[src/rtl/core/drs_pkg.sv]
`timescale 1ns / 1ps
// ----------------------------------------------------------------------------
// drs_pkg
// Shared widths, register indexes, queue job type and helpers for the
// distance restraint score block.
// ----------------------------------------------------------------------------
package drs_pkg;

    localparam int FIELD_W    = 20;
    localparam int TOL_W      = 16;
    localparam int SCORE_W    = 42;
    localparam int COORD_BITS = 20;

    localparam int DIFF_W  = COORD_BITS + 1;
    localparam int SQ_W    = 2 * COORD_BITS + 1;
    localparam int DSQ_W   = 2 * COORD_BITS + 2;
    localparam int ROOT_W  = COORD_BITS + 1;
    localparam int EX_W    = (ROOT_W > TOL_W) ? ROOT_W : TOL_W;
    localparam int RACC_W  = DSQ_W + 1;
    localparam int BIT_TOP = 2 * ((DSQ_W - 1) / 2);

    localparam int CFG_AW = 2;
    localparam logic [CFG_AW-1:0] REG_CENTER_X = 2'd0;
    localparam logic [CFG_AW-1:0] REG_CENTER_Y = 2'd1;
    localparam logic [CFG_AW-1:0] REG_CENTER_Z = 2'd2;
    localparam logic [CFG_AW-1:0] REG_TOLERANCE = 2'd3;

    localparam logic [SCORE_W-1:0] PENALTY = SCORE_W'(99 * 65536);

    localparam int QDEPTH = 4;
    localparam int QAW    = 2;

    typedef struct packed {
        logic             penalty;
        logic [DSQ_W-1:0] dist_sq;
    } drs_job_t;

    function automatic logic signed [DIFF_W-1:0] sext_coord(input logic [FIELD_W-1:0] v);
        logic signed [COORD_BITS-1:0] t;
        t = v[COORD_BITS-1:0];
        return DIFF_W'(t);
    endfunction

endpackage

[src/rtl/core/drs_queue.sv]
`timescale 1ns / 1ps
// ----------------------------------------------------------------------------
// drs_queue
// Short job queue between the distance front and the scoring back.
// ----------------------------------------------------------------------------
module drs_queue
    import drs_pkg::*;
(
    input  logic     aclk,
    input  logic     aresetn,
    input  logic     push,
    input  drs_job_t push_job,
    output logic     full,
    input  logic     pop,
    output drs_job_t pop_job,
    output logic     empty
);

    drs_job_t         mem [QDEPTH];
    logic [QAW-1:0]   wr_ptr_reg;
    logic [QAW-1:0]   rd_ptr_reg;
    logic [QAW:0]     count_reg;

    assign full    = (count_reg == (QAW + 1)'(QDEPTH));
    assign empty   = (count_reg == '0);
    assign pop_job = mem[rd_ptr_reg];

    always_ff @(posedge aclk) begin
        if (push) begin
            mem[wr_ptr_reg] <= push_job;
        end
    end

    always_ff @(posedge aclk) begin
        if (!aresetn) begin
            wr_ptr_reg <= '0;
            rd_ptr_reg <= '0;
            count_reg  <= '0;
        end else begin
            if (push) begin
                wr_ptr_reg <= wr_ptr_reg + 1'b1;
            end
            if (pop) begin
                rd_ptr_reg <= rd_ptr_reg + 1'b1;
            end
            if (push && !pop) begin
                count_reg <= count_reg + 1'b1;
            end else if (pop && !push) begin
                count_reg <= count_reg - 1'b1;
            end
        end
    end

    a_count_bound: assert property (@(posedge aclk) disable iff (!aresetn)
        count_reg <= (QAW + 1)'(QDEPTH))
        else $error("queue count beyond depth");

    a_pop_not_empty: assert property (@(posedge aclk) disable iff (!aresetn)
        pop |-> !empty)
        else $error("pop from empty queue");

endmodule

[config.mk]
export PLATFORM = sky130hd
export DESIGN_NAME = drs_queue
export DESIGN_NICKNAME = d
export VERILOG_FILES = /design/src/rtl/core/drs_pkg.sv /design/src/rtl/core/drs_queue.sv
export SDC_FILE = /design/constraint.sdc
export NUM_CORES = 1
export LEC_CHECK = 0
export ABC_CLOCK_PERIOD_IN_PS = 2300
export BUFFER_PORTS_ARGS = -buffer_cell sky130_fd_sc_hd__buf_4
export CORE_MARGIN = 3
export CORE_UTILIZATION = 57
export DETAILED_ROUTE_END_ITERATION = 12
export GPL_TIMING_DRIVEN = 0
export PLACE_DENSITY = 0.84
export RECOVER_POWER = 100
export REMOVE_ABC_BUFFERS = 1
export SLEW_MARGIN = 20
export SYNTH_ARGS = -nofsm -noshare
export SYNTH_HDL_FRONTEND = slang
export SYNTH_SLANG_ARGS = --single-unit
[constraint.sdc]
create_clock -name aclk -period 2.3 [get_ports aclk]
set_input_delay 0.46 -clock aclk [delete_from_list [all_inputs] [get_ports aclk]]
set_output_delay 0.46 -clock aclk [all_outputs]
set_load 0.005 [all_outputs]
==> summary.txt <==
Critical Path AT: 1.79 ns
vias in the first global route: 3273
Slew headroom: 20.5%
port bufs: 91
1st-iter DRT viols: 194
diode count: 0
EDFF count, synth: 172
Final Non-Filler Cells: 525
total CTS buffers: 17
FF+latch count, synth: 181
Initial Utilization: 60.0%
RSZ-0062 raised after global routing: no
DRC Markers: 0
Final Cycle Share: 97.8%
# IOs: 92
Hold Vio Cnt, Final: 0
Synth top cells by count: 172 x edfxtp_1, 40 x mux4_2, 9 x and2_1, 9 x dfxtp_1, 5 x ha_1
clock buffer depth: 2
Final nets: 425
die height: 114 um
Synth-to-Final Area Change: 18.1%
fmax: 445 MHz
Setup violations, final: 0
synthesized area per cell: 25.0 um^2
Clock Root Buffer: clkbuf_16
worst skew pair latency: 0.42 ns
buffer and inverter count on the worst path: 2
routed length per instance: 21.5 um
Die ar.: 13100 um^2
drt first pass iters: 5
switching share of power: 20.1%
crit-path cells: buf_16 > mux4_1 > buf_4
CP max stage cell: mux4_1
synth warn: 0
row count: 38
fraction of registers with async set/reset: 0%
cell with the most instances after synthesis: edfxtp_1
Largest register FFs: 172
Final Wtd Congestion: 0.688
post-synthesis instance area: 6710 um^2
Synth top area share: 77.0%
post-synth top area cell: edfxtp_1
Final min period: 2.25 ns
Via density: 5.72
largest delay contributor family on the critical path: multiplexers
part of the power in the clock network: 37.1%
WS Path Type: flop to output port
P_sw: 1.45 mW
largest net degree at the start of global routing: 44
remaining global-route overflow: 0
Peak supply drop: 0.605 mV
first-pass GRT wire length: 17.8 mm
die width: 114 um
crit end category: output port
Cell Int Power: 5.76 mW
Detail Placement HPWL: 6.53 mm
placeable core region: 11200 um^2
outcome: finished, final reports clean
startpoint types: flop
CP Max Fanout: 17
P_leak: 2.59 nW
H-Tree Depth: 4
clock transition at the registers of the reported paths: 0.06 ns
ranking of synthesized cells by area: edfxtp_1 77%, mux4_2 13%, dfxtp_1 2.7%
Max-cap violations: 0
Max Transition Viols Final: 0
Hold Path Class: input port to flop
gr usage total: 19.0%
Netlist cell types: 22
Reg power frac: 53.4%
Critical Path RT: 1.84 ns
final setup TNS: 0 ns
ANT nets after route: 0
Main synth FF type: edfxtp_1
vias: 3003
share of cells above drive strength 1: 29.9%
Tightest Pin Transition: 1.19 ns
CTS tree: yes
Post-Syn Instances: 268
P per Cell Area: 912 nW/um^2
# placed instances: 491
worst clock skew: 0.00705 ns
Critical Path Max Stage Delay: 0.59 ns
clk sink count: 181
Comb pwr share: 9.5%
final core utilization: 70.9%
fill count: 686
post-synthesis sequential area ratio: 79.7%
initial antenna violation count: 0
DRT Wirelength: 11.3 mm
-- per-stage QoR --
step	area (um^2)	setup WS, ns	hold slack, ns	power, mW
after floorplan	6590	-0.724	0.472	4.26
after global placement	7450	-1.61	0.488	4.62
after detailed placement	7520	0.253	0.515	4.66
after CTS	8110	0.0201	0.225	7.33
after global routing	7920	0.00613	0.290	7.50
final	7920	0.0512	0.292	7.22
-- layout by cell type, fill, tap and decap left out --
cell and n:
dfxtp_1 7, buf_16 3, clkinv_2 4, xor2_1 3
clkbuf_8 2, dfxtp_4 2, nor2b_1 2, buf_4 10
o21ai_0 1, nor3b_1 1, buf_1 1, mux4_1 3
nor3_1 1, mux2i_1 2, and2_2 4, xnor2_1 2
clkbuf_4 30, mux4_2 40, and2_0 3, clkbuf_16 18
inv_1 4, nand2_1 1, clkbuf_1 57, edfxtp_1 172
fa_1 1, bufinv_16 1, a21boi_0 1, ha_1 5
or3_1 1, and2_1 2, buf_6 1
-- worst register-to-register path: cells and delay by family, from the launching register on --
| family | cells | cell delay (ns) |
|---|---|---|
| simple gates | 1 | 0.94 |
| buf+inv | 1 | 0.11 |
| flops | 1 | 0.36 |
| fa+ha+maj | 1 | 0.15 |
-- cell type report --
class	instances	area (um^2)	share of cell area (%)
inverter	4	15.0	0.190
tap	140	175	2.21
sequential	181	5350	67.6
clock inverter	5	50.0	0.632
timing repair buffer	95	586	7.40
multi-input combinational	73	1230	15.6
clock buffer	27	504	6.37
-- power by group through the flow --
| stage | Sequential, mW | Clock (mW) | Combinational [mW] |
|---|---|---|---|
| after floorplan | 3.94 | 0 | 0.323 |
| after global placement | 3.97 | 0 | 0.655 |
| after detailed placement | 3.93 | 0 | 0.731 |
| after CTS | 3.85 | 2.72 | 0.759 |
| after global routing | 3.87 | 2.88 | 0.746 |
| final | 3.86 | 2.68 | 0.682 |
-- metal layers --
metal	vias to the layer above	GRT usage [%]	wire length [um]
met5	-	0	0
li1	1332	-	-
met3	19	5.44	636
met1	1550	24.2	4710
met2	102	30.8	5770
met4	0	7.92	180
-- worst paths after layout --
| check | from | to | slack (ns) | depth (start not counted) |
|---|---|---|---|---|
| setup / recovery | flop | pop_job[38] | 0.05 | 3 |
| hold / removal | push_job[3] | mem[2][3]$_DFFE_PP_ | 0.29 | 1 |
| setup reg to reg | wr_ptr_reg[0]$_SDFFE_PN0P_ | mem[0][6]$_DFFE_PP_ | 0.33 | 3 |
| hold reg to reg | count_reg[2]$_SDFFE_PN0P_ | count_reg[2]$_SDFFE_PN0P_ | 0.52 | 2 |
-- cell families (layout without fill, tap and decap cells) --
| kind of cell | after synthesis | in the layout | synth area share, % |
|---|---|---|---|
| flops | 181 | 181 | 79.7 |
| simple gates | 15 | 15 | 1.36 |
| fa+ha+maj | 6 | 6 | 1.23 |
| compound gates | 2 | 2 | 0.187 |
| xor+xnor | 5 | 5 | 0.653 |
| buf+inv | 14 | 131 | 1.94 |
| mux | 45 | 45 | 14.9 |
-- repair_timing --
item                                    CTS  global route
pin swaps                                 0             0
gates cloned                              1             0
gates resized for setup                   2             1
setup buffers                             1             0
endpoints found under the setup margin   34             2
hold buffers                              0             0
Note: power is estimated with default switching activity, not from simulation.
