<file path="src/rtl/core/drs_pkg.sv">
`timescale 1ns / 1ps
// ----------------------------------------------------------------------------
// drs_pkg
// Shared widths, register indexes, queue job type and helpers for the
// distance restraint score block.
// ----------------------------------------------------------------------------
package drs_pkg;

    localparam int FIELD_W    = 20;
    localparam int TOL_W      = 16;
    localparam int SCORE_W    = 42;
    localparam int COORD_BITS = 20;

    localparam int DIFF_W  = COORD_BITS + 1;
    localparam int SQ_W    = 2 * COORD_BITS + 1;
    localparam int DSQ_W   = 2 * COORD_BITS + 2;
    localparam int ROOT_W  = COORD_BITS + 1;
    localparam int EX_W    = (ROOT_W > TOL_W) ? ROOT_W : TOL_W;
    localparam int RACC_W  = DSQ_W + 1;
    localparam int BIT_TOP = 2 * ((DSQ_W - 1) / 2);

    localparam int CFG_AW = 2;
    localparam logic [CFG_AW-1:0] REG_CENTER_X = 2'd0;
    localparam logic [CFG_AW-1:0] REG_CENTER_Y = 2'd1;
    localparam logic [CFG_AW-1:0] REG_CENTER_Z = 2'd2;
    localparam logic [CFG_AW-1:0] REG_TOLERANCE = 2'd3;

    localparam logic [SCORE_W-1:0] PENALTY = SCORE_W'(99 * 65536);

    localparam int QDEPTH = 4;
    localparam int QAW    = 2;

    typedef struct packed {
        logic             penalty;
        logic [DSQ_W-1:0] dist_sq;
    } drs_job_t;

    function automatic logic signed [DIFF_W-1:0] sext_coord(input logic [FIELD_W-1:0] v);
        logic signed [COORD_BITS-1:0] t;
        t = v[COORD_BITS-1:0];
        return DIFF_W'(t);
    endfunction

endpackage

</file>
<file path="src/rtl/core/drs_front.sv">
`timescale 1ns / 1ps
// ----------------------------------------------------------------------------
// drs_front
// Accepts atom requests, computes squared distance to the center in two
// stages and folds it into the running minimum; queues a job at list end.
// ----------------------------------------------------------------------------
module drs_front
    import drs_pkg::*;
(
    input  logic               aclk,
    input  logic               aresetn,
    input  logic               s_valid,
    output logic               s_ready,
    input  logic [FIELD_W-1:0] s_atom_x,
    input  logic [FIELD_W-1:0] s_atom_y,
    input  logic [FIELD_W-1:0] s_atom_z,
    input  logic               s_is_last,
    input  logic               s_empty_marker,
    input  logic [FIELD_W-1:0] center_x,
    input  logic [FIELD_W-1:0] center_y,
    input  logic [FIELD_W-1:0] center_z,
    output logic               q_push,
    output drs_job_t           q_push_job,
    input  logic               q_full
);

    logic                     s1_valid_reg;
    logic                     s1_last_reg;
    logic                     s1_empty_reg;
    logic signed [DIFF_W-1:0] s1_dx_reg;
    logic signed [DIFF_W-1:0] s1_dy_reg;
    logic signed [DIFF_W-1:0] s1_dz_reg;

    logic                     s2_valid_reg;
    logic                     s2_last_reg;
    logic                     s2_empty_reg;
    logic [SQ_W-1:0]          s2_sqx_reg;
    logic [SQ_W-1:0]          s2_sqy_reg;
    logic [SQ_W-1:0]          s2_sqz_reg;

    logic [DSQ_W-1:0]         min_reg;
    logic                     have_reg;

    logic                     advance;
    logic signed [2*DIFF_W-1:0] px;
    logic signed [2*DIFF_W-1:0] py;
    logic signed [2*DIFF_W-1:0] pz;
    logic [DSQ_W-1:0]         d2;
    logic [DSQ_W-1:0]         cand;

    assign advance = !(s2_valid_reg && (s2_last_reg || s2_empty_reg) && q_full);
    assign s_ready = advance;

    assign px = s1_dx_reg * s1_dx_reg;
    assign py = s1_dy_reg * s1_dy_reg;
    assign pz = s1_dz_reg * s1_dz_reg;

    assign d2 = DSQ_W'(s2_sqx_reg) + DSQ_W'(s2_sqy_reg) + DSQ_W'(s2_sqz_reg);
    assign cand = (have_reg && (min_reg <= d2)) ? min_reg : d2;

    assign q_push             = advance && s2_valid_reg && (s2_last_reg || s2_empty_reg);
    assign q_push_job.penalty = s2_empty_reg;
    assign q_push_job.dist_sq = cand;

    always_ff @(posedge aclk) begin
        if (!aresetn) begin
            s1_valid_reg <= 1'b0;
            s2_valid_reg <= 1'b0;
            have_reg     <= 1'b0;
        end else if (advance) begin
            s1_valid_reg <= s_valid;
            s2_valid_reg <= s1_valid_reg;
            if (s2_valid_reg) begin
                if (s2_empty_reg || s2_last_reg) begin
                    have_reg <= 1'b0;
                end else begin
                    have_reg <= 1'b1;
                end
            end
        end
    end

    always_ff @(posedge aclk) begin
        if (advance) begin
            s1_last_reg  <= s_is_last;
            s1_empty_reg <= s_empty_marker;
            s1_dx_reg    <= sext_coord(s_atom_x) - sext_coord(center_x);
            s1_dy_reg    <= sext_coord(s_atom_y) - sext_coord(center_y);
            s1_dz_reg    <= sext_coord(s_atom_z) - sext_coord(center_z);
            s2_last_reg  <= s1_last_reg;
            s2_empty_reg <= s1_empty_reg;
            s2_sqx_reg   <= px[SQ_W-1:0];
            s2_sqy_reg   <= py[SQ_W-1:0];
            s2_sqz_reg   <= pz[SQ_W-1:0];
            if (s2_valid_reg && !s2_empty_reg && !s2_last_reg) begin
                min_reg <= cand;
            end
        end
    end

    a_push_not_full: assert property (@(posedge aclk) disable iff (!aresetn)
        q_push |-> !q_full)
        else $error("job pushed into full queue");

endmodule

</file>
<file path="config.mk">
export PLATFORM = sky130hd
export DESIGN_NAME = drs_front
export DESIGN_NICKNAME = d
export VERILOG_FILES = /design/src/rtl/core/drs_pkg.sv /design/src/rtl/core/drs_front.sv
export SDC_FILE = /design/constraint.sdc
export NUM_CORES = 2
export LEC_CHECK = 0
export BUFFER_PORTS_ARGS = -buffer_cell sky130_fd_sc_hd__buf_2
export CORE_MARGIN = 5
export CORE_UTILIZATION = 45
export DETAILED_ROUTE_END_ITERATION = 8
export PLACE_DENSITY = 0.67
export REMOVE_ABC_BUFFERS = 1
export SKIP_CTS_REPAIR_TIMING = 1
export SKIP_LAST_GASP = 1
export SYNTH_ARGS = -nofsm -noshare
export SYNTH_HDL_FRONTEND = slang
export SYNTH_SLANG_ARGS = --single-unit
</file>
<file path="constraint.sdc">
create_clock -name aclk -period 11.3 [get_ports aclk]
set_input_delay 2.26 -clock aclk [delete_from_list [all_inputs] [get_ports aclk]]
set_output_delay 2.26 -clock aclk [all_outputs]
set_load 0.005 [all_outputs]
</file>
==> reports/metrics.cfg <==
[run_status]
outcome = completed

[cts]
cts_made_buffers = 31
max-clock-path-buffers = 3
root_buffer = sky130_fd_sc_hd__clkbuf_16
clkLatencyLatePin_ns = 0.65
worst_setup_hold_path_clk_slew_ns = 0.06
htree_num_levels = 1
number_of_sinks_driven_by_the_clock_tree = 232
tritoncts = done

[routing]
route.antenna.remaining_nets = 0
drt_first_pass_iters = 5
route.detailed.drc = 0
drt_first_iter_violations = 2156
dr_total_vias = 39100
avgRoutedWirePerCell_um = 17.1
route.detailed.vias_per_inst = 5.06
routed_wirelength_um = 132000

[synth]
synth_cell_type_count = 75
synth_enable_flop_cells = 229
synth_ff_type = sky130_fd_sc_hd__edfxtp_1
share_of_flip_flops_with_an_asynchronous_set_or_reset_pct = 0
post_synth.cell_area_avg_um2 = 9.72
seq_area_frac_synth_pct = 12.1
netlist_instances = 5919
yosysWarnings = 0
yosys.area.top_type = sky130_fd_sc_hd__fa_1
yosys.area.top_type_share_pct = 44.1
synth_top_cells_by_area = sky130_fd_sc_hd__fa_1, sky130_fd_sc_hd__edfxtp_1, sky130_fd_sc_hd__ha_1
synth.cell_area_mm2 = 0.0575
ys_ff_latch = 232

[timing]
max_freq_ghz = 0.104
slew-limit-headroom_pct = 20.9
finalCritPeriodShare_pct = 85.1
finalClockSkew_ns = 0.0226
fin_ws_ns = 1.69
setup-violations-final = 0
worst-slew-pin-transition_ns = 1.19
tns_ns = 0
final_hold_viol_count = 0
rsz_0062_raised_after_global_routing = no
period_needed_ns = 9.61
holdWs_ns = 0.421
timing.final.max_slew_violations = 0

[critical_path]
largest_driver_fanout_on_the_critical_path = 14
worstSetupPathType = reg -> out
cp_data_arrival_time_ns = 7.35
cp-start-kind = flip-flop
type_of_destination_of_the_critical_path = output port
timing.critical_path.required_ns = 9.04

[die]
placement_rows = 131
initial_utilization_pct = 45.2
io_pins = 171
dieArea_mm2 = 0.135
core_region_area_mm2 = 0.127
die-width_um = 368
dieHeight_um = 368

[grt]
wire_length_of_the_first_global_routing_pass_um = 219000
grt_pass1_vias = 42300
antenna_found_initial = 3
grt_remaining_overflow = 0
grt_max_degree = 59
groute.usage.overall_pct = 20.1

[final_layout]
final_cell_mix = sky130_fd_sc_hd__inv_1, sky130_fd_sc_hd__fa_1, sky130_fd_sc_hd__ha_1
multi_input_area_mm2 = 0.0437
fillCellCount = 11700
antenna_cells = 0
mostFrequentLayoutCell = sky130_fd_sc_hd__inv_1
design.final.nets = 7943
largest_register_ff_count = 42
area_delta_synth_final_pct = 6.71
area_taken_by_flip_flops_and_latches_mm2 = 0.00694
layout-drive-gt1-share_pct = 5.18

[placement]
place.detailed.hpwl_um = 110000
detailedPlace.worstSlack_ns = 2.40
gp_congestion = 0.886
portBuffers = 170

[flow_run]
maxCapViolations = 0

[min_path]
holdCritPathClass = reg -> reg

synthesized netlist by cell type (5+ instances only):
master                      instances
sky130_fd_sc_hd__o211a_1            5
sky130_fd_sc_hd__nand2b_1          42
sky130_fd_sc_hd__nor3_1            43
sky130_fd_sc_hd__a31o_2            18
sky130_fd_sc_hd__o21ai_0          130
sky130_fd_sc_hd__and3_1            15
sky130_fd_sc_hd__nand3_1           40
sky130_fd_sc_hd__nor2b_1           30
sky130_fd_sc_hd__a31oi_1           17
sky130_fd_sc_hd__or3_1             15
sky130_fd_sc_hd__edfxtp_1         229
sky130_fd_sc_hd__ha_1             517
sky130_fd_sc_hd__nand2_1          513
sky130_fd_sc_hd__clkinv_1           5
sky130_fd_sc_hd__a211oi_1          16
sky130_fd_sc_hd__a21o_1            99
sky130_fd_sc_hd__a21boi_0           6
sky130_fd_sc_hd__or2_2             11
sky130_fd_sc_hd__a211o_1            7
sky130_fd_sc_hd__inv_1           1681
sky130_fd_sc_hd__o2111ai_1          6
sky130_fd_sc_hd__xnor2_1          191
sky130_fd_sc_hd__nand4_1           21
sky130_fd_sc_hd__nor4_1             8
sky130_fd_sc_hd__nor2_1           242
sky130_fd_sc_hd__a21oi_1          171
sky130_fd_sc_hd__buf_1              5
sky130_fd_sc_hd__o211ai_1          15
sky130_fd_sc_hd__and2_1           201
sky130_fd_sc_hd__o31ai_1           10
sky130_fd_sc_hd__o21bai_1          25
sky130_fd_sc_hd__o21a_1            38
sky130_fd_sc_hd__mux2_2             6
sky130_fd_sc_hd__fa_1            1267
sky130_fd_sc_hd__xor2_1            70
sky130_fd_sc_hd__clkbuf_1         130
kinds of logic after synthesis:
logic type	after synthesis	synth area share [%]
xor gates and xnor gates	261	3.97
muxes	10	0.187
other	2	0.0131
AOI/OAI and AO/OA	616	6.99
adders and majority gates	1784	55.3
and+or+nand+nor	1191	9.51
DFF	232	12.1
buffers and inverters	1823	11.9
per-layer routing:
metal	global-route usage, %	wire, um	part of all wire (%)
met5	0	0	0
met4	5.37	4160	3.2
met3	3.79	8750	6.6
met2	33.4	62700	48
met1	27.2	56200	43
layout make-up:
cell class	count	share of cell area (%)
multi-input cells	3865	71.3
flip-flops and latches	232	11.3
inverters	1686	10.3
well taps	1662	3.39
repair buffers	217	1.96
clock buffers	35	1.29
clock inverters	23	0.477
critical path: stages (launching register included):
cell	delay [ns]
sky130_fd_sc_hd__edfxtp_1	0.39
sky130_fd_sc_hd__fa_1	0.51
sky130_fd_sc_hd__ha_1	0.37
sky130_fd_sc_hd__and3_1	0.20
sky130_fd_sc_hd__o21ai_0	0.13
sky130_fd_sc_hd__a21o_1	0.23
sky130_fd_sc_hd__a311oi_1	0.43
sky130_fd_sc_hd__o2111ai_1	0.41
sky130_fd_sc_hd__a21boi_0	0.43
sky130_fd_sc_hd__o21ai_0	0.16
sky130_fd_sc_hd__nand3_1	0.15
sky130_fd_sc_hd__nand2_1	0.07
sky130_fd_sc_hd__ha_1	0.30
sky130_fd_sc_hd__nand4_1	0.09
sky130_fd_sc_hd__or2_2	0.33
sky130_fd_sc_hd__nor3_1	0.33
sky130_fd_sc_hd__nand2_1	0.09
sky130_fd_sc_hd__a2bb2oi_1	0.16
sky130_fd_sc_hd__a31oi_1	0.33
sky130_fd_sc_hd__or2_2	0.45
sky130_fd_sc_hd__nor2_1	0.08
sky130_fd_sc_hd__nor3_1	0.81
sky130_fd_sc_hd__buf_2	0.26
per-stage QoR:
stage / util, % / instances / area [um2]
6_report: 48.2 / 7720 / 61400
2_1_floorplan: - / 5783 / 57000
5_1_grt: 48.2 / 7720 / 61400
4_1_cts: 48.2 / 7720 / 61400
3_3_place_gp: 47.3 / 7662 / 60300
3_5_place_dp: 47.3 / 7662 / 60300
final timing paths:
path / depth (start not counted) / end / slack (ns) / from
hold reg to reg: 0 / s2_last_reg$_DFFE_PN_ / 0.42 / s1_last_reg$_DFFE_PN_
setup reg to reg: 24 / s2_sqy_reg[39]$_DFFE_PN_ / 3.04 / s1_dy_reg[5]$_DFFE_PN_
hold / removal: 0 / s2_last_reg$_DFFE_PN_ / 0.42 / s1_last_reg$_DFFE_PN_
setup / recovery: 22 / q_push_job[39] / 1.69 / s2_sqx_reg[4]$_DFFE_PN_
Power is not shown: default switching activity piles up to over one toggle a cycle in this logic, so the estimate is an artifact.
