--- src/rtl/core/drs_pkg.sv ---
`timescale 1ns / 1ps
// ----------------------------------------------------------------------------
// drs_pkg
// Shared widths, register indexes, queue job type and helpers for the
// distance restraint score block.
// ----------------------------------------------------------------------------
package drs_pkg;

    localparam int FIELD_W    = 20;
    localparam int TOL_W      = 16;
    localparam int SCORE_W    = 42;
    localparam int COORD_BITS = 20;

    localparam int DIFF_W  = COORD_BITS + 1;
    localparam int SQ_W    = 2 * COORD_BITS + 1;
    localparam int DSQ_W   = 2 * COORD_BITS + 2;
    localparam int ROOT_W  = COORD_BITS + 1;
    localparam int EX_W    = (ROOT_W > TOL_W) ? ROOT_W : TOL_W;
    localparam int RACC_W  = DSQ_W + 1;
    localparam int BIT_TOP = 2 * ((DSQ_W - 1) / 2);

    localparam int CFG_AW = 2;
    localparam logic [CFG_AW-1:0] REG_CENTER_X = 2'd0;
    localparam logic [CFG_AW-1:0] REG_CENTER_Y = 2'd1;
    localparam logic [CFG_AW-1:0] REG_CENTER_Z = 2'd2;
    localparam logic [CFG_AW-1:0] REG_TOLERANCE = 2'd3;

    localparam logic [SCORE_W-1:0] PENALTY = SCORE_W'(99 * 65536);

    localparam int QDEPTH = 4;
    localparam int QAW    = 2;

    typedef struct packed {
        logic             penalty;
        logic [DSQ_W-1:0] dist_sq;
    } drs_job_t;

    function automatic logic signed [DIFF_W-1:0] sext_coord(input logic [FIELD_W-1:0] v);
        logic signed [COORD_BITS-1:0] t;
        t = v[COORD_BITS-1:0];
        return DIFF_W'(t);
    endfunction

endpackage

--- src/rtl/core/drs_back.sv ---
`timescale 1ns / 1ps
// ----------------------------------------------------------------------------
// drs_back
// Takes queued jobs; a penalty job scores PENALTY, else a bit-pair square root
// over the minimum squared distance, flat-bottom tolerance and squared excess.
// ----------------------------------------------------------------------------
module drs_back
    import drs_pkg::*;
(
    input  logic               aclk,
    input  logic               aresetn,
    input  logic [TOL_W-1:0]   tolerance,
    input  logic               q_empty,
    input  drs_job_t           q_pop_job,
    output logic               q_pop,
    output logic               m_valid,
    input  logic               m_ready,
    output logic [SCORE_W-1:0] m_score
);

    localparam logic [2:0] ST_IDLE   = 3'd0;
    localparam logic [2:0] ST_ROOT   = 3'd1;
    localparam logic [2:0] ST_EXCESS = 3'd2;
    localparam logic [2:0] ST_SQUARE = 3'd3;
    localparam logic [2:0] ST_DONE   = 3'd4;

    localparam logic [RACC_W-1:0] BIT_INIT = RACC_W'(1) << BIT_TOP;

    logic [2:0]          state_reg;
    logic [DSQ_W-1:0]    v_reg;
    logic [RACC_W-1:0]   root_reg;
    logic [RACC_W-1:0]   bit_reg;
    logic [ROOT_W-1:0]   ex_reg;
    logic [SCORE_W-1:0]  res_reg;
    logic                m_valid_reg;
    logic [SCORE_W-1:0]  m_score_reg;

    logic [RACC_W-1:0]   trial;
    logic                take;
    logic [EX_W-1:0]     dist_w;
    logic [EX_W-1:0]     tol_w;
    logic [EX_W-1:0]     diff_w;
    logic [2*ROOT_W-1:0] ex_sq;
    logic                out_free;

    assign trial    = root_reg + bit_reg;
    assign take     = (RACC_W'(v_reg) >= trial);
    assign dist_w   = EX_W'(root_reg[ROOT_W-1:0]);
    assign tol_w    = EX_W'(tolerance);
    assign diff_w   = dist_w - tol_w;
    assign ex_sq    = ex_reg * ex_reg;
    assign out_free = !m_valid_reg || m_ready;
    assign q_pop    = (state_reg == ST_IDLE) && !q_empty;
    assign m_valid  = m_valid_reg;
    assign m_score  = m_score_reg;

    always_ff @(posedge aclk) begin
        if (!aresetn) begin
            state_reg   <= ST_IDLE;
            m_valid_reg <= 1'b0;
        end else begin
            if (m_valid_reg && m_ready && (state_reg != ST_DONE)) begin
                m_valid_reg <= 1'b0;
            end
            case (state_reg)
                ST_IDLE: begin
                    if (!q_empty) begin
                        state_reg <= q_pop_job.penalty ? ST_DONE : ST_ROOT;
                    end
                end
                ST_ROOT: begin
                    if (bit_reg[0]) begin
                        state_reg <= ST_EXCESS;
                    end
                end
                ST_EXCESS: state_reg <= ST_SQUARE;
                ST_SQUARE: state_reg <= ST_DONE;
                ST_DONE: begin
                    if (out_free) begin
                        m_valid_reg <= 1'b1;
                        state_reg   <= ST_IDLE;
                    end
                end
                default: state_reg <= ST_IDLE;
            endcase
        end
    end

    always_ff @(posedge aclk) begin
        case (state_reg)
            ST_IDLE: begin
                v_reg    <= q_pop_job.dist_sq;
                root_reg <= '0;
                bit_reg  <= BIT_INIT;
                res_reg  <= PENALTY;
            end
            ST_ROOT: begin
                if (take) begin
                    v_reg    <= v_reg - trial[DSQ_W-1:0];
                    root_reg <= (root_reg >> 1) + bit_reg;
                end else begin
                    root_reg <= root_reg >> 1;
                end
                bit_reg <= bit_reg >> 2;
            end
            ST_EXCESS: begin
                ex_reg <= (dist_w > tol_w) ? diff_w[ROOT_W-1:0] : '0;
            end
            ST_SQUARE: begin
                res_reg <= SCORE_W'(ex_sq);
            end
            ST_DONE: begin
                if (out_free) begin
                    m_score_reg <= res_reg;
                end
            end
            default: ;
        endcase
    end

    a_root_bit_onehot: assert property (@(posedge aclk) disable iff (!aresetn)
        (state_reg == ST_ROOT) |-> $onehot(bit_reg))
        else $error("root step bit not one-hot");

endmodule

--- config.mk ---
export PLATFORM = sky130hd
export DESIGN_NAME = drs_back
export DESIGN_NICKNAME = d
export VERILOG_FILES = /design/src/rtl/core/drs_pkg.sv /design/src/rtl/core/drs_back.sv
export SDC_FILE = /design/constraint.sdc
export NUM_CORES = 1
export LEC_CHECK = 0
export BUFFER_PORTS_ARGS = -buffer_cell sky130_fd_sc_hd__buf_2
export CAP_MARGIN = 20
export CORE_MARGIN = 2
export CORE_UTILIZATION = 45
export DETAILED_ROUTE_END_ITERATION = 16
export PLACE_DENSITY = 0.64
export SYNTH_ARGS = -nofsm -noshare
export SYNTH_HDL_FRONTEND = slang
export SYNTH_SLANG_ARGS = --single-unit
--- constraint.sdc ---
create_clock -name aclk -period 7.3 [get_ports aclk]
set_clock_uncertainty 0.2 [all_clocks]
set_input_delay 1.095 -clock aclk [delete_from_list [all_inputs] [get_ports aclk]]
set_output_delay 1.095 -clock aclk [all_outputs]
set_load 0.05 [all_outputs]
==> results of run 1 <==
-- power by group --
group	leakage [nW]	total, mW	switching [mW]	internal (mW)
logic	11.5	4.34	2.53	1.81
registers	2.22	1.62	0.105	1.51
clock network	0.407	1.34	0.557	0.783
-- how the worst min path moves through the flow --
stage	from	end	slack (ns)	depth (start not counted)
floorplan	res_reg[0]	m_score[0]	0.20	0
global placement	res_reg[19]	m_score[19]	0.20	0
detailed placement	res_reg[14]	m_score[14]	0.20	0
CTS	res_reg[7]	m_score[7]	0.22	0
global route	res_reg[2]	m_score[2]	0.23	0
finish	res_reg[14]	m_score[14]	0.22	0
-- area by class of cell --
cell class | count | area (um^2)
fillers | 5369 | 28600
clock buffers | 33 | 698
clock inverters | 13 | 154
flip-flops and latches | 213 | 6360
multi-input cells | 2090 | 18800
inverters | 454 | 1710
repair buffers | 256 | 1790
well taps | 773 | 967
-- synth_stat cells (all sizes together) (11+ instances only) --
cell and n:
nor3 39, nand3 44, xnor2 71, nor2b 13, nand4 29, a21oi 106
xor2 56, edfxtp 209, a21boi 12, o21ai 106, nand2b 38, o21a 25
inv 453, a21o 42, or2 11, a211oi 34, fa 312, and2 96
or3 15, o31ai 19, ha 258, o21bai 22, clkbuf 87, a31o 17
and3 41, buf 22, o211ai 11, nand2 333, mux2i 48, nor2 141
a31oi 52
-- kinds of logic after synthesis --
kind of cell    count (synthesis)
compound gates                502
xor+xnor                      127
fa+ha+maj                     570
buf+inv                       563
flops                         213
mux                            50
other cells                     1
simple gates                  840
-- worst max-delay path, stage by stage (launching register included) --
cell and delay, ns:
edfxtp_1 0.39, buf_6 0.16, buf_4 0.13, and2_4 0.16, fa_1 0.48, inv_1 0.06, fa_2 0.54, fa_1 0.45
fa_1 0.52, inv_1 0.05, fa_1 0.44, fa_1 0.49, inv_1 0.05, fa_1 0.47, inv_1 0.06, ha_4 0.28
nand4_4 0.15, or4_4 0.46, a2bb2oi_4 0.17, a2111oi_4 0.49, o21ai_4 0.12, o31ai_4 0.33, a31oi_1 0.16, nor3b_2 0.18
-- metal layers --
layer	track usage	vias up	part of all wire	wire length (um)
li1	-	9987	-	-
met1	0.287	10402	0.41	29700
met2	0.420	569	0.51	36600
met3	0.0220	154	0.042	2980
met4	0.0779	0	0.035	2500
met5	0	-	0	0
-- timing repair --
action	CTS	global route
gates resized for setup	30	50
setup endpoints to repair	3	11
cloned	1	0
endpoints found under the hold margin	0	0
pin swaps	13	33
buffers inserted	28	6
-- stage by stage --
stage / total power [mW] / area [um^2]
after floorplan: 4.44 / 27000
final: 7.30 / 30500
after global placement: 5.69 / 29000
after CTS: 7.24 / 30200
after global routing: 7.82 / 30500
after detailed placement: 5.75 / 29000
-- placed cells by master, fill, tap and decap left out, types with 12 or more instances in the layout --
cell type	instances
fa_1	302
buf_2	105
and2_1	88
ha_1	251
xnor2_1	71
o21a_1	25
nand3_1	43
xor2_1	56
nand2_2	12
and3_1	41
a211oi_1	31
nor2b_1	12
or3_1	15
nand4_1	28
mux2i_1	48
o21bai_1	22
o21ai_0	100
a21oi_1	102
o31ai_1	18
a31oi_1	50
nor3_1	38
clkbuf_16	27
a31o_2	13
edfxtp_1	209
nand2_1	321
buf_4	134
a21o_1	42
inv_1	444
nor2_1	133
nand2b_1	38
==> flow_summary.toml, run 1 <==
[grt]
grt.total_usage = 0.231
grt_pass1_wl_mm = 115
gr-total-overflow = 0
grt_antenna_before_repair = 0
grt_start_max_net_pins = 93
grt_pass1_vias = 22161

[die]
die_w_um = 249
die_h_um = 249
die_area_um2 = 61900
io_pins = 107
rows = 89
start_util = 0.456
core-area_um2 = 59100

[drt]
viasPerCell = 5.51
first_pass_iters = 5
drt_iter0_markers = 1405
routed_wl_mm = 71.7
ant_nets = 0
drc_errors = 0
wl_per_cell_um = 18.7
via_count = 21112

[synthesis]
synth_fp_nets = 3499
yosys.area_share.simple = 0.150
synth_edf_count = 209
yosysTopAreaCell = "edfxtp_1"
syn_inst = 2866
yosys_most_used_dff = "edfxtp_1"
synth_top_family_by_area = "adder cells"
synth_mux_area_frac = 0.0187
synth_top_cell_area_share = 0.233
yosys.area_share.adder = 0.351
syn_avg_cell_area_um2 = 9.41
synth_xor_area_frac = 0.0412
synth.distinct_cells = 84
yosys_warnings = 0
synth_compound_area_frac = 0.123
synth_area_leaders = "edfxtp_1, fa_1, ha_1, inv_1, nand2_1"
async_flop_share = 0
synth.cell_area_um2 = 27000
ys_seq_area_frac = 0.236
ys_seq_elements = 213

[critical_path]
rrSetupSlack_ns = 0.04
critPathCapture = "res_reg[38]"
r2r_cells = 23
path_class = "reg2reg"
startpoint_type = "flip-flop"
critPathArrivalTime_ns = 7.36
r2r_start = "ex_reg[5]"
startpoint = "ex_reg[5]"
critPathMaxFanout = 7
reg2reg_to = "res_reg[38]"
critPathCaptureType = "flip-flop"
crit_required_ns = 7.40

[power]
p_leak_nw = 14.1
ir_drop_mv = 0.214
p_per_area_nw_per_um2 = 239

[clocking]
cts.sinks = 213
tritoncts.num_buffers = 26
cts_buffer_depth = 3
cts_hold_buf = 0
cts_tree = "built"
cts_root_buffer = "clkbuf_16"
clk_latency_ns = 0.56
h-tree-depth = 1
clkSlewWorstSetupHoldPaths_ns = 0.06

[min_path]
hold_class = "reg2reg"

[sta]
slew_violations = 0
finalHoldViolCount = 0
slew_headroom = 0.319
finalCriticalPeriod_ns = 7.26
fin_crit_sh = 0.995
setup_violations = 0
holdWs_ns = 0.217
worst_pin_slew_ns = 1.02
fmax_mhz = 138
rsz0062_at_grt = "true"
setup_ws_ns = 0.0366
tns_ns = 0

[status]
status = "completed"

[placed_design]
portBuffers = 105
routabilityCongestion = 0.931
post-place-ws_ns = -0.0828
placed_cells = 3749
dp_hpwl_mm = 57.6

[final_layout]
drive_gt1_frac = 0.133
layout.cells.non_filler = 3832
final_core_util = 0.516
area_growth_pct = 13.0
n_antenna_cell = 0
final_nets = 3674
largest_reg_flops = 43

[flow_run]
maxCapViolations = 0
Power figures use the tool's default switching activity.
==> run 2, diff against run 1 <==
- SETUP_SLACK_MARGIN: unset -> 0.4
==> flow_summary.toml, run 2 (synthesized netlist as in run 1, its figures left out) <==
[status]
status = "completed"

[sta]
fmax_mhz = 140
fin_crit_sh = 0.976
slew_headroom = 0.302
setup_violations = 0
slew_violations = 0
rsz0062_at_grt = "true"
finalHoldViolCount = 0
finalCriticalPeriod_ns = 7.13
worst_pin_slew_ns = 1.05
tns_ns = 0

[critical_path]
r2r_cells = 22
rrSetupSlack_ns = 0.17
cpMostUsedCell = "fa_1"
max_stage_delay_ns = 0.58
reg2reg_to = "res_reg[38]"
cp_num_buf_inv = 5
critPathArrivalTime_ns = 7.24
r2r_start = "ex_reg[11]"
path_class = "reg2reg"
slowest_stage = "fa_1"
critPathMaxFanout = 7
critPathCaptureType = "flip-flop"
crit_required_ns = 7.41
crit_chain = "buf_4 -> and2_1 -> inv_1 -> fa_1 -> fa_1 -> fa_1 -> inv_2 -> fa_1 -> fa_1 -> fa_1 -> inv_2 -> fa_1 -> inv_2 -> ha_4 -> nand4_4 -> or4_4 -> a2bb2oi_4 -> a2111oi_4 -> o21ai_2 -> o31ai_4 -> a31oi_2 -> nor3b_2"
startpoint_type = "flip-flop"
crit_family = "adder cells"

[power]
total_power_mw = 7.92
p_leak_nw = 14.1
ir_drop_mv = 0.261
p_per_area_nw_per_um2 = 257

[drt]
first_pass_iters = 5
routed_wl_mm = 72.6
viasPerCell = 5.60
wl_per_cell_um = 19.0
drc_errors = 0
via_count = 21385
ant_nets = 0
drt_iter0_markers = 1552

[die]
die_area_um2 = 61900
die_h_um = 249
io_pins = 107
rows = 89
core-area_um2 = 59100
die_w_um = 249
start_util = 0.456

[min_path]
hold_class = "reg2reg"
whs_endpoint = "m_score[2]"
hold_depth = 0
worstHoldStart = "res_reg[2]"

[placed_design]
portBuffers = 105
dp_hpwl_mm = 57.3
routabilityCongestion = 1.02

[grt]
grt_pass1_wl_mm = 116
grt.total_usage = 0.232
busiest_layer = "met2"
met1_usage = 0.290
met3_usage = 0.0273
grt_start_max_net_pins = 94
grt_pass1_vias = 22125
grt_antenna_before_repair = 2
use_met2 = 0.412
gr-total-overflow = 0

[flow_run]
maxCapViolations = 0

[clocking]
cts.sinks = 213
clk_latency_ns = 0.57
clkSlewWorstSetupHoldPaths_ns = 0.07
cts_root_buffer = "clkbuf_16"
tritoncts.num_buffers = 27
cts_hold_buf = 0
cts_buffer_depth = 3
cts_tree = "built"
h-tree-depth = 1

[final_layout]
final_core_util = 0.522
n_antenna_cell = 0
drive_gt1_frac = 0.150
final_nets = 3655
layout_commonest_cell = "inv_1"
largest_reg_flops = 43
area_growth_pct = 14.5
layout_common_cells = "inv_1, nand2_1, fa_1, ha_1, edfxtp_1"
[run 2: changes by cell type in the layout (fill, tap and decap cells not counted), moves of 7 or more]
cell | previous run | this run
ha_1 | 251 | 240
buf_12 | 5 | 12
ha_4 | 6 | 17
buf_4 | 134 | 100
buf_6 | 11 | 18
inv_2 | 9 | 21
inv_1 | 444 | 431
[run 2: worst max path at each step]
stage / cells past startpoint / slack, ns / to / from
final: 22 / 0.17 / res_reg[38] / ex_reg[11]
after global routing: 23 / -0.004 / res_reg[38] / ex_reg[8]
after CTS: 23 / 0.19 / res_reg[38] / ex_reg[8]
after detailed placement: 21 / 0.04 / res_reg[38] / ex_reg[11]
after global placement: 21 / 0.15 / res_reg[38] / ex_reg[11]
after floorplan: 19 / -0.20 / v_reg[0] / root_reg[2]
[run 2: repair_timing]
action / CTS / global route
gates cloned: 0 / 1
setup buffers: 18 / 22
setup endpoints to repair: 19 / 22
pin swaps: 8 / 63
gates resized for setup: 26 / 129
[run 2: layout make-up]
type | instances | area [um^2]
clock buffer | 30 | 687
clock inverter | 20 | 236
fill | 5290 | 28300
inverter | 454 | 1710
multi-input combinational | 2090 | 19200
sequential | 213 | 6360
tap | 773 | 967
timing repair buffer | 236 | 1740
[run 2: power breakdown]
| group | switching (mW) | internal [mW] | total [mW] |
|---|---|---|---|
| logic | 2.77 | 2.11 | 4.88 |
| registers | 0.105 | 1.51 | 1.62 |
| clock network | 0.594 | 0.831 | 1.42 |
[run 2: metal layers]
metal	vias to the layer above	wire length [um]	part of all wire
met3	167	3840	0.053
met2	677	36100	0.50
li1	9950	-	-
met4	4	2810	0.039
met1	10587	29800	0.41
met5	-	29	0.00040
[run 2: through the flow]
step           instances  area, um^2  hold slack [ns]  setup WS, ns
4_1_cts             3791       30100            0.222         0.186
5_1_grt             3816       30900            0.228      -0.00386
3_5_place_dp        3723       28900            0.206        0.0376
3_3_place_gp        3723       28900            0.203         0.147
2_1_floorplan       2866       27200            0.200        -0.197
6_report            3816       30900            0.221         0.172
